[src/sv/pkst_pkg.sv]
// Package for the pid keyed slot table: field widths, status and operation
// codes, the controller state type and the structs passed between modules.
// No dependencies.
package pkst_pkg;

   localparam int PID_W = 32;
   localparam int TIME_W = 64;
   localparam int DATA_W = 64;
   localparam int STATUS_W = 3;
   localparam int SLOT_FIELD_W = 9;
   localparam int CSR_ADDR_W = 3;
   localparam int CSR_DATA_W = 32;

   // Register index is paddr[2]; only index zero exists.
   localparam logic CSR_IDX_ENABLED = 1'b0;

   localparam logic OP_UPDATE = 1'b0;
   localparam logic OP_LOOKUP = 1'b1;

   typedef enum logic [STATUS_W-1:0] {
      STAT_UPDATED = 3'd0,
      STAT_FILLED  = 3'd1,
      STAT_EVICTED = 3'd2,
      STAT_HIT     = 3'd3,
      STAT_MISS    = 3'd4,
      STAT_IGNORED = 3'd5,
      STAT_NOWRITE = 3'd6
   } status_type;

   typedef enum logic [1:0] {
      ST_IDLE,
      ST_SCAN,
      ST_FINISH
   } state_type;

   typedef struct packed {
      logic shift;
      logic write;
   } cell_ctrl_type;

   typedef struct packed {
      logic match;
      logic empty;
      logic oldest;
   } scan_flags_type;

endpackage

[src/sv/pkst_cell.sv]
// One table entry of the rotating slot chain: valid mark, pid, timestamp and
// payload. It takes its neighbor's entry on a shift or new data on a write.
// Depends on pkst_pkg.
module pkst_cell #(
   parameter int PAYLOAD_BITS = 64
) (
   input  logic                          clock,
   input  logic                          reset,
   input  pkst_pkg::cell_ctrl_type       ctrl,
   input  logic                          nbr_valid,
   input  logic [pkst_pkg::PID_W-1:0]    nbr_pid,
   input  logic [pkst_pkg::TIME_W-1:0]   nbr_time,
   input  logic [PAYLOAD_BITS-1:0]       nbr_payload,
   input  logic [pkst_pkg::PID_W-1:0]    wr_pid,
   input  logic [pkst_pkg::TIME_W-1:0]   wr_time,
   input  logic [PAYLOAD_BITS-1:0]       wr_payload,
   output logic                          cur_valid,
   output logic [pkst_pkg::PID_W-1:0]    cur_pid,
   output logic [pkst_pkg::TIME_W-1:0]   cur_time,
   output logic [PAYLOAD_BITS-1:0]       cur_payload
);

   logic                          valid_ff, valid_in;
   logic [pkst_pkg::PID_W-1:0]    pid_ff, pid_in;
   logic [pkst_pkg::TIME_W-1:0]   time_ff, time_in;
   logic [PAYLOAD_BITS-1:0]       payload_ff, payload_in;

   always_comb begin
      valid_in   = valid_ff;
      pid_in     = pid_ff;
      time_in    = time_ff;
      payload_in = payload_ff;
      if (ctrl.write) begin
         valid_in   = 1'b1;
         pid_in     = wr_pid;
         time_in    = wr_time;
         payload_in = wr_payload;
      end else if (ctrl.shift) begin
         valid_in   = nbr_valid;
         pid_in     = nbr_pid;
         time_in    = nbr_time;
         payload_in = nbr_payload;
      end
   end

   always_ff @(posedge clock) begin
      if (reset) begin
         valid_ff <= 1'b0;
      end else begin
         valid_ff <= valid_in;
      end
   end

   always_ff @(posedge clock) begin
      pid_ff     <= pid_in;
      time_ff    <= time_in;
      payload_ff <= payload_in;
   end

   assign cur_valid   = valid_ff;
   assign cur_pid     = pid_ff;
   assign cur_time    = time_ff;
   assign cur_payload = payload_ff;

endmodule

[config.mk]
export PLATFORM = sky130hd
export DESIGN_NAME = pkst_cell
export DESIGN_NICKNAME = d
export VERILOG_FILES = /design/src/sv/pkst_pkg.sv /design/src/sv/pkst_cell.sv
export SDC_FILE = /design/constraint.sdc
export NUM_CORES = 1
export LEC_CHECK = 0
export BUFFER_PORTS_ARGS = -buffer_cell sky130_fd_sc_hd__buf_2
export CELL_PAD_IN_SITES_DETAIL_PLACEMENT = 0
export CELL_PAD_IN_SITES_GLOBAL_PLACEMENT = 1
export CORE_AREA = 4 4 186 188
export DETAILED_ROUTE_END_ITERATION = 12
export DIE_AREA = 0 0 190 192
export PLACE_DENSITY_LB_ADDON = 0.1
export RECOVER_POWER = 100
export SYNTH_ARGS = -nofsm -noshare
export SYNTH_HDL_FRONTEND = slang
export SYNTH_SLANG_ARGS = --single-unit
[constraint.sdc]
create_clock -name clock -period 9.1 [get_ports clock]
set_clock_uncertainty 0.1 [all_clocks]
set_input_delay 1.82 -clock clock [delete_from_list [all_inputs] [get_ports clock]]
set_output_delay 1.82 -clock clock [all_outputs]
set_load 0.02 [all_outputs]
==> run summary <==
Status: finished with violations
Failing checks: max-capacitance violations, max-slew violations
Worst-Skew Late Latency: 0.43 ns
Worst-case clock buffer depth: 2
Gate power share: 17.5%
Worst-margin pin slew: 3.551 ns
Synthesized area per cell: 20.69 µm²
Clk sinks: 161
ANT nets after route: 0
Num CTS Buffers: 17
First-pass GRT wire length: 34,390 µm
Starting Density: 21.43%
Nets@finish: 1,157
Total track usage: 13.02%
Top cell type's share of synthesized area: 67.70%
FILL cells: 3,521
CTS root buffer: clkbuf_16
Htree depth: 4
Critical Path RT: 8.96 ns
Top-Level Pins: 486
FF+latch area: 4825 µm²
Achievable Freq: 0.1657 GHz
Area contributors post-synth: edfxtp_1 68%, mux2_4 17%, mux2_2 13%
Post-Synthesis Cell Area: 7097 µm²
Reg clk slew, reported paths: 0.06 ns
Post-CTS sizing: 0
Area delta synth->final: 41.10%
1st-pass router iterations: 4
Syn Nets: 668
CP max FO: 81
Gpl congestion: 0.7807
Worst Hold Slack: 0.4659 ns
FP Rows: 67
Leak pwr: 4.023 nW
Cts hold-fix bufs: 0
Crit start category: input pin
Setup repair bufs after CTS: 0
Crit-path slowest cell: clkbuf_1
CTS tree: built
Flop and latch count out of synthesis: 161
Inst Count DP: 1,261
Final period utilization: 66.30%
Distinct cells, synth: 10
Die ar.: 36,480 µm²
PortBufs: 485
Largest net degree at the start of global routing: 84
Psw: 0.0005494 W
Final cell count without fillers: 1,297
Final setup TNS: 0 ns
CP arrival: 5.90 ns
Switching Fraction: 28.38%
Slew margin rel.: -136.7%
Clock network power share: 34.3%
Remaining DRCs: 0
Chip width: 190 µm
Period minus WS final: 6.033 ns
Crit-path cells: clkbuf_8, or2_0, clkbuf_1
Wirelength, routed: 25,470 µm
Core ar.: 33,110 µm²
Cells after Synth: 343
Vias in the first global route: 5,551
Initial DRC count: 127
Power Density: 193.3 nW/µm²
Unrepaired setup endpoints after global routing: false
Slowest stage delay, CP: 2.55 ns
DP HPWL: 20,150 µm
Final Hold Vio Count: 0
Die Y: 192 µm
Syn. warnings: 0
Fin util: 30.24%
Crit. End Element: flop
Pins Over Slew Limit: 64
Multi-input combinational cell area: 1827 µm²
Initial antenna violation count: 14
Share of cells above drive strength 1: 51.83%
Routed WL per cell: 19.64 µm
Maxcap violations: 1
Vias post-DR: 5,054
Maximum vdd drop: 0.1212 mV
Sequential share of power: 48.3%
Total gr overflow: 0
Int Power: 0.001386 W
Worst Hold Class: reg -> reg
Avg Vias per Cell: 3.897
Yosys top cell by area: edfxtp_1
Sequential element share of the synthesized area: 67.98%
Setup violators final: 0
Crit path kind: in -> reg
-- Yosys cell counts --
library cell / instances
buf_2: 8
edfxtp_1: 160
mux2_2: 82
dfxtp_1: 1
mux2_4: 78
a21oi_1: 1
inv_1: 1
or2_2: 1
mux2i_1: 1
buf_6: 10
-- logic make-up after synthesis --
family                 synth area share, %
muxes                                29.65
DFF                                  67.98
AOI/OAI and AO/OA                  0.07045
buffers and inverters                2.204
and+or+nand+nor                    0.08821
-- critical path: cells and delay by family --
kind | cells | cell delay (ns)
buf+inv | 2 | 3.05
simple gates | 1 | 0.90
-- layout make-up --
| class | instances | area share (%) |
|---|---|---|
| sequential | 161 | 48.18 |
| timing repair buffer | 488 | 22.50 |
| multi-input combinational | 163 | 18.24 |
| tap | 448 | 5.598 |
| clock buffer | 18 | 4.286 |
| clock inverter | 14 | 1.050 |
| antenna | 4 | 0.09996 |
| inverter | 1 | 0.03749 |
-- power by group through the flow --
stage	clock network (W)	registers, W	logic (W)
floorplan	0	0.00106	0.000103
global placement	0	0.000947	0.000396
detailed placement	0	0.000947	0.000397
CTS	0.000696	0.000932	0.000397
global route	0.000729	0.000942	0.000364
finish	0.000663	0.000934	0.000338
-- flip-flops by register name (all words and copies together), names as in the netlist --
name and count:
cur_valid 1, cur_payload 64, cur_pid 32, cur_time 64
-- placed cells by master, fill, tap and decap left out --
cell | Yosys | layout
buf_2 | 8 | 323
clkbuf_1 | 0 | 163
edfxtp_1 | 160 | 160
mux2_2 | 82 | 81
mux2_1 | 0 | 78
clkbuf_16 | 0 | 17
inv_6 | 0 | 5
diode_2 | 0 | 4
clkinvlp_4 | 0 | 4
clkinv_2 | 0 | 2
clkinv_4 | 0 | 2
buf_4 | 0 | 2
or2_0 | 0 | 1
mux2_4 | 78 | 1
inv_1 | 1 | 1
mux2i_1 | 1 | 1
a21oi_1 | 1 | 1
clkinv_1 | 0 | 1
dfxtp_1 | 1 | 1
clkbuf_8 | 0 | 1
-- routing by layer --
| metal | GRT usage [%] | up-vias | part of all wire, % |
|---|---|---|---|
| li1 | - | 2330 | - |
| met1 | 12.02 | 2344 | 32 |
| met2 | 23.67 | 313 | 52 |
| met3 | 7.343 | 47 | 13 |
| met4 | 5.231 | 20 | 2.2 |
| met5 | 0 | - | 0.49 |
-- path summary, 6_finish.rpt --
| kind | cells past startpoint | endpoint | slack (ns) | start |
|---|---|---|---|---|
| worst max-delay path | 3 | cur_time[51] | 3.07 | ctrl[0] |
| worst min-delay path | 2 | cur_valid | 0.47 | cur_valid |
| worst max register to register | 2 | cur_valid | 8.37 | cur_valid |
| worst min register to register | 2 | cur_valid | 0.47 | cur_valid |
-- through the flow --
step | area [µm²] | worst slack, ns | power, W
finish | 10010 | 3.067 | 0.001935
floorplan | 7097 | 4.343 | 0.001161
detailed placement | 9966 | 4.636 | 0.001344
global route | 10010 | 2.556 | 0.002034
global placement | 9966 | 4.737 | 0.001343
CTS | 10500 | 5.143 | 0.002025
Power figures use the tool's default switching activity.
