$ cat src/sv/pkst_pkg.sv
// Package for the pid keyed slot table: field widths, status and operation
// codes, the controller state type and the structs passed between modules.
// No dependencies.
package pkst_pkg;

   localparam int PID_W = 32;
   localparam int TIME_W = 64;
   localparam int DATA_W = 64;
   localparam int STATUS_W = 3;
   localparam int SLOT_FIELD_W = 9;
   localparam int CSR_ADDR_W = 3;
   localparam int CSR_DATA_W = 32;

   // Register index is paddr[2]; only index zero exists.
   localparam logic CSR_IDX_ENABLED = 1'b0;

   localparam logic OP_UPDATE = 1'b0;
   localparam logic OP_LOOKUP = 1'b1;

   typedef enum logic [STATUS_W-1:0] {
      STAT_UPDATED = 3'd0,
      STAT_FILLED  = 3'd1,
      STAT_EVICTED = 3'd2,
      STAT_HIT     = 3'd3,
      STAT_MISS    = 3'd4,
      STAT_IGNORED = 3'd5,
      STAT_NOWRITE = 3'd6
   } status_type;

   typedef enum logic [1:0] {
      ST_IDLE,
      ST_SCAN,
      ST_FINISH
   } state_type;

   typedef struct packed {
      logic shift;
      logic write;
   } cell_ctrl_type;

   typedef struct packed {
      logic match;
      logic empty;
      logic oldest;
   } scan_flags_type;

endpackage

$ cat src/sv/pkst_scan.sv
// Scan accumulator: watches the entry at the head of the chain once per
// rotation step and keeps the first pid match, first empty slot and oldest
// entry seen so far. Depends on pkst_pkg.
module pkst_scan #(
   parameter int SLOTS = 512,
   parameter int PAYLOAD_BITS = 64
) (
   input  logic                                clock,
   input  logic                                reset,
   input  logic                                start,
   input  logic                                step,
   input  logic [$clog2(SLOTS)-1:0]            idx,
   input  logic [pkst_pkg::PID_W-1:0]          key,
   input  logic                                head_valid,
   input  logic [pkst_pkg::PID_W-1:0]          head_pid,
   input  logic [pkst_pkg::TIME_W-1:0]         head_time,
   input  logic [PAYLOAD_BITS-1:0]             head_payload,
   output pkst_pkg::scan_flags_type            flags,
   output logic [$clog2(SLOTS)-1:0]            match_idx,
   output logic [PAYLOAD_BITS-1:0]             match_payload,
   output logic [$clog2(SLOTS)-1:0]            empty_idx,
   output logic [$clog2(SLOTS)-1:0]            oldest_idx
);

   localparam int IDX_W = $clog2(SLOTS);

   pkst_pkg::scan_flags_type        flags_ff, flags_in;
   logic [IDX_W-1:0]                match_idx_ff, match_idx_in;
   logic [PAYLOAD_BITS-1:0]         match_payload_ff, match_payload_in;
   logic [IDX_W-1:0]                empty_idx_ff, empty_idx_in;
   logic [IDX_W-1:0]                oldest_idx_ff, oldest_idx_in;
   logic [pkst_pkg::TIME_W-1:0]     oldest_time_ff, oldest_time_in;

   always_comb begin
      flags_in         = flags_ff;
      match_idx_in     = match_idx_ff;
      match_payload_in = match_payload_ff;
      empty_idx_in     = empty_idx_ff;
      oldest_idx_in    = oldest_idx_ff;
      oldest_time_in   = oldest_time_ff;
      if (start) begin
         flags_in       = '0;
         oldest_time_in = '1;
      end else if (step && !flags_ff.match) begin
         // Once a match is found the rest of the rotation only restores order.
         if (head_valid) begin
            if (head_pid == key) begin
               flags_in.match   = 1'b1;
               match_idx_in     = idx;
               match_payload_in = head_payload;
            end else if (head_time < oldest_time_ff) begin
               flags_in.oldest = 1'b1;
               oldest_idx_in   = idx;
               oldest_time_in  = head_time;
            end
         end else if (!flags_ff.empty) begin
            flags_in.empty = 1'b1;
            empty_idx_in   = idx;
         end
      end
   end

   always_ff @(posedge clock) begin
      if (reset) begin
         flags_ff <= '0;
      end else begin
         flags_ff <= flags_in;
      end
   end

   always_ff @(posedge clock) begin
      match_idx_ff     <= match_idx_in;
      match_payload_ff <= match_payload_in;
      empty_idx_ff     <= empty_idx_in;
      oldest_idx_ff    <= oldest_idx_in;
      oldest_time_ff   <= oldest_time_in;
   end

   assign flags         = flags_ff;
   assign match_idx     = match_idx_ff;
   assign match_payload = match_payload_ff;
   assign empty_idx     = empty_idx_ff;
   assign oldest_idx    = oldest_idx_ff;

endmodule

$ cat config.mk
export PLATFORM = sky130hd
export DESIGN_NAME = pkst_scan
export DESIGN_NICKNAME = d
export VERILOG_FILES = /design/src/sv/pkst_pkg.sv /design/src/sv/pkst_scan.sv
export SDC_FILE = /design/constraint.sdc
export NUM_CORES = 1
export LEC_CHECK = 0
export BUFFER_PORTS_ARGS = -buffer_cell sky130_fd_sc_hd__buf_4
export CAP_MARGIN = 20
export CELL_PAD_IN_SITES_DETAIL_PLACEMENT = 0
export CELL_PAD_IN_SITES_GLOBAL_PLACEMENT = 1
export CORE_ASPECT_RATIO = 1.4
export CORE_MARGIN = 2
export CORE_UTILIZATION = 35
export CTS_CLUSTER_SIZE = 30
export DETAILED_ROUTE_END_ITERATION = 10
export GPL_TIMING_DRIVEN = 0
export PLACE_DENSITY_LB_ADDON = 0.25
export SETUP_SLACK_MARGIN = 0.5
export SLEW_MARGIN = 15
export SYNTH_ARGS = -nofsm -noshare
export SYNTH_HDL_FRONTEND = slang
export SYNTH_SLANG_ARGS = --single-unit
$ cat constraint.sdc
create_clock -name clock -period 13.75 [get_ports clock]
set_input_delay 1.375 -clock clock [delete_from_list [all_inputs] [get_ports clock]]
set_output_delay 1.375 -clock clock [all_outputs]
set_load 0.1 [all_outputs]
==> results.json <==
{
  "fin_crit_ns": 4.44,
  "grt_pass1_vias": 5860,
  "finalClockSkew_ns": 0.00950,
  "start_kind": "primary input",
  "fin_area_sq_um": 10600,
  "yosysWarnings": 0,
  "dieArea_sq_um": 22000,
  "cts_tree": "built",
  "syn_nets": 864,
  "antenna_found_initial": 0,
  "chipWidth_microns": 126,
  "die_height_microns": 175,
  "cts_resized": 0,
  "postCtsHoldBufs": 0,
  "synth_top_cell_area_share_pct": 37.5,
  "postRouteAntennaNets": 0,
  "post-dp-hpwl_mm": 16.8,
  "numCtsBuffers": 17,
  "worstSkewPairLatency_ns": 0.42,
  "synth.distinct_cells": 36,
  "start_util_pct": 35.6,
  "slew_headroom_pct": 46.1,
  "antennaDiodeCount": 0,
  "vias_per_cell": 4.91,
  "layout.nets": 1192,
  "drt_wl_total_mm": 21.2,
  "endpoint_kind": "flop",
  "synth_area_sq_um": 7290,
  "clock-root-buffer": "clkbuf_16",
  "synth_enable_flop_cells": 91,
  "hp-class": "flop to flop",
  "synth-seq-cells": 158,
  "netlist_instances": 595,
  "coreArea_sq_um": 20500,
  "synth_seq_area_share_pct": 55.9,
  "wl_met1_mm": 8.52,
  "rows": 62,
  "clock_path_buffers": 2,
  "run_status": "finished, final reports clean",
  "rsz0062_at_grt": "no",
  "p_total_mw": 1.21,
  "critical_path_class": "primary input to flop",
  "p_leak_nw": 5.04,
  "yosysTopAreaCell": "edfxtp_1",
  "grt_max_degree": 17,
  "drc": 0,
  "synth_area_leaders": "edfxtp_1 (37%), dfxtp_1 (18%), ha_1 (11%)",
  "grt_first_pass_wirelength_mm": 32.2,
  "cap_violations": 0,
  "place_area_sq_um": 9930,
  "grt_overflow_total": 0,
  "met3WireLength_mm": 1.70,
  "wire_per_inst_microns": 17.8,
  "top_layer": "met4",
  "powerDensity_nw_per_um2": 115,
  "hold_viol_final": 0,
  "async_flop_share_pct": 0,
  "grt_usage_pct": 18.9,
  "finalWeightedCongestion": 0.842,
  "cts.sinks": 158,
  "ir_worst_vdd_v": 0.0000806,
  "arrival_ns": 4.49,
  "avgSynthCellArea_sq_um": 12.3,
  "worst_slew_pin_slew_ns": 0.805,
  "worstPathRequired_ns": 13.79,
  "slew_violations": 0,
  "fmax_mhz": 225,
  "area_delta_synth_final_pct": 45.0,
  "wl_met2_mm": 10.7,
  "synthFlopType": "edfxtp_1",
  "vias": 5852,
  "firstDrtPassIters": 4,
  "htree_num_levels": 4,
  "period_share_pct": 32.3,
  "setup_viol": 0,
  "path_clk_slew_ns": 0.06,
  "hold_ws_ns": 0.457,
  "num_io_pins": 300,
  "post-cts-setup-buffers": 0,
  "post-route-util_pct": 51.6,
  "layout-drive-gt1-share_pct": 44.6,
  "cp_max_fo": 10,
  "dr.first_iter.drc_count": 253,
  "port_buffers": 298
}
[cells by family after synthesis]
group           after synthesis  share of synthesized area, %
flops                       158                          55.9
compound gates              181                          18.8
simple gates                 66                          4.89
buf+inv                      95                          5.80
fa+ha+maj                    63                          10.8
xor+xnor                     32                          3.84
[area by class of cell]
type	count	area, sq um
fillers	1967	9900
flip-flops and latches	158	4070
multi-input cells	342	2810
repair buffers	309	2300
clock buffers	18	429
well taps	256	320
inverters	66	248
clock inverters	14	219
plain buffers	29	175
[cells in the mapped netlist, types with 2 or more instances]
| cell | number |
|---|---|
| inv_1 | 66 |
| ha_1 | 63 |
| nor4_1 | 10 |
| buf_6 | 5 |
| a221oi_1 | 3 |
| nor2_1 | 6 |
| and3_1 | 2 |
| xor2_1 | 32 |
| clkbuf_1 | 10 |
| buf_4 | 5 |
| a21oi_1 | 25 |
| a31oi_1 | 65 |
| nand3_1 | 4 |
| o211ai_1 | 3 |
| edfxtp_1 | 91 |
| nor3_1 | 6 |
| dfxtp_1 | 67 |
| a21bo_2 | 53 |
| buf_2 | 8 |
| o21ai_0 | 10 |
| a211oi_1 | 3 |
| nand2_1 | 16 |
| a21bo_1 | 11 |
| a21o_1 | 3 |
| nand4_1 | 15 |
| nand2b_1 | 3 |
[state kept, by name (all words and copies together), names as in the netlist]
signal          flops
match_idx           9
flags               3
oldest_time_ff     64
oldest_idx          9
empty_idx           9
match_payload      64
[final timing paths]
path | depth (start not counted) | end | startpoint | slack, ns
worst max-delay path | 10 | oldest_idx[2] | head_time[62] | 9.31
worst min-delay path | 1 | oldest_time_ff[60] | oldest_time_ff[60] | 0.46
worst max register to register | 10 | oldest_idx[2] | oldest_time_ff[62] | 10.02
worst min register to register | 1 | oldest_time_ff[60] | oldest_time_ff[60] | 0.46
[critical path: stages]
cell	delay [ns]
buf_4	0.12
ha_1	0.29
a21o_1	0.17
a2111oi_0	0.68
o211ai_1	0.28
a311oi_2	0.39
nand2_1	0.10
buf_2	0.22
buf_2	0.22
nor2_1	0.63
[cell usage in the layout, fill, tap and decap left out, drive strengths merged, types with 4 or more instances in the layout]
cell	instances
nand4	15
ha	63
clkbuf	28
bufinv	4
buf	328
nand3	4
dfxtp	67
xor2	32
o21ai	10
a31oi	65
nor2	6
nor4	10
a21oi	25
nor3	7
a21bo	64
edfxtp	91
nand2	16
inv	73
[where the power goes]
group / internal, mW / total [mW] / switching, mW / leakage [nW]
registers: 0.517 / 0.525 / 0.00800 / 1.38
logic: 0.0872 / 0.166 / 0.0789 / 3.36
clock network: 0.312 / 0.521 / 0.210 / 0.313
total: 0.916 / 1.21 / 0.297 / 5.04
[through the flow]
stage | cells | setup WS, ns | TNS, ns
3_5_place_dp | 1160 | 8.90 | 0
3_3_place_gp | 1149 | -0.0270 | -1.66
4_1_cts | 1192 | 9.39 | 0
5_1_grt | 1192 | 9.15 | 0
2_1_floorplan | 595 | 3.40 | 0
6_report | 1192 | 9.31 | 0
[routing by layer]
metal	vias to the layer above	global-route usage, %
met3	22	6.55
met4	0	5.36
li1	2863	-
met5	-	0
met1	2755	21.7
met2	212	33.0
No activity file was read; power rests on OpenSTA's default activity.
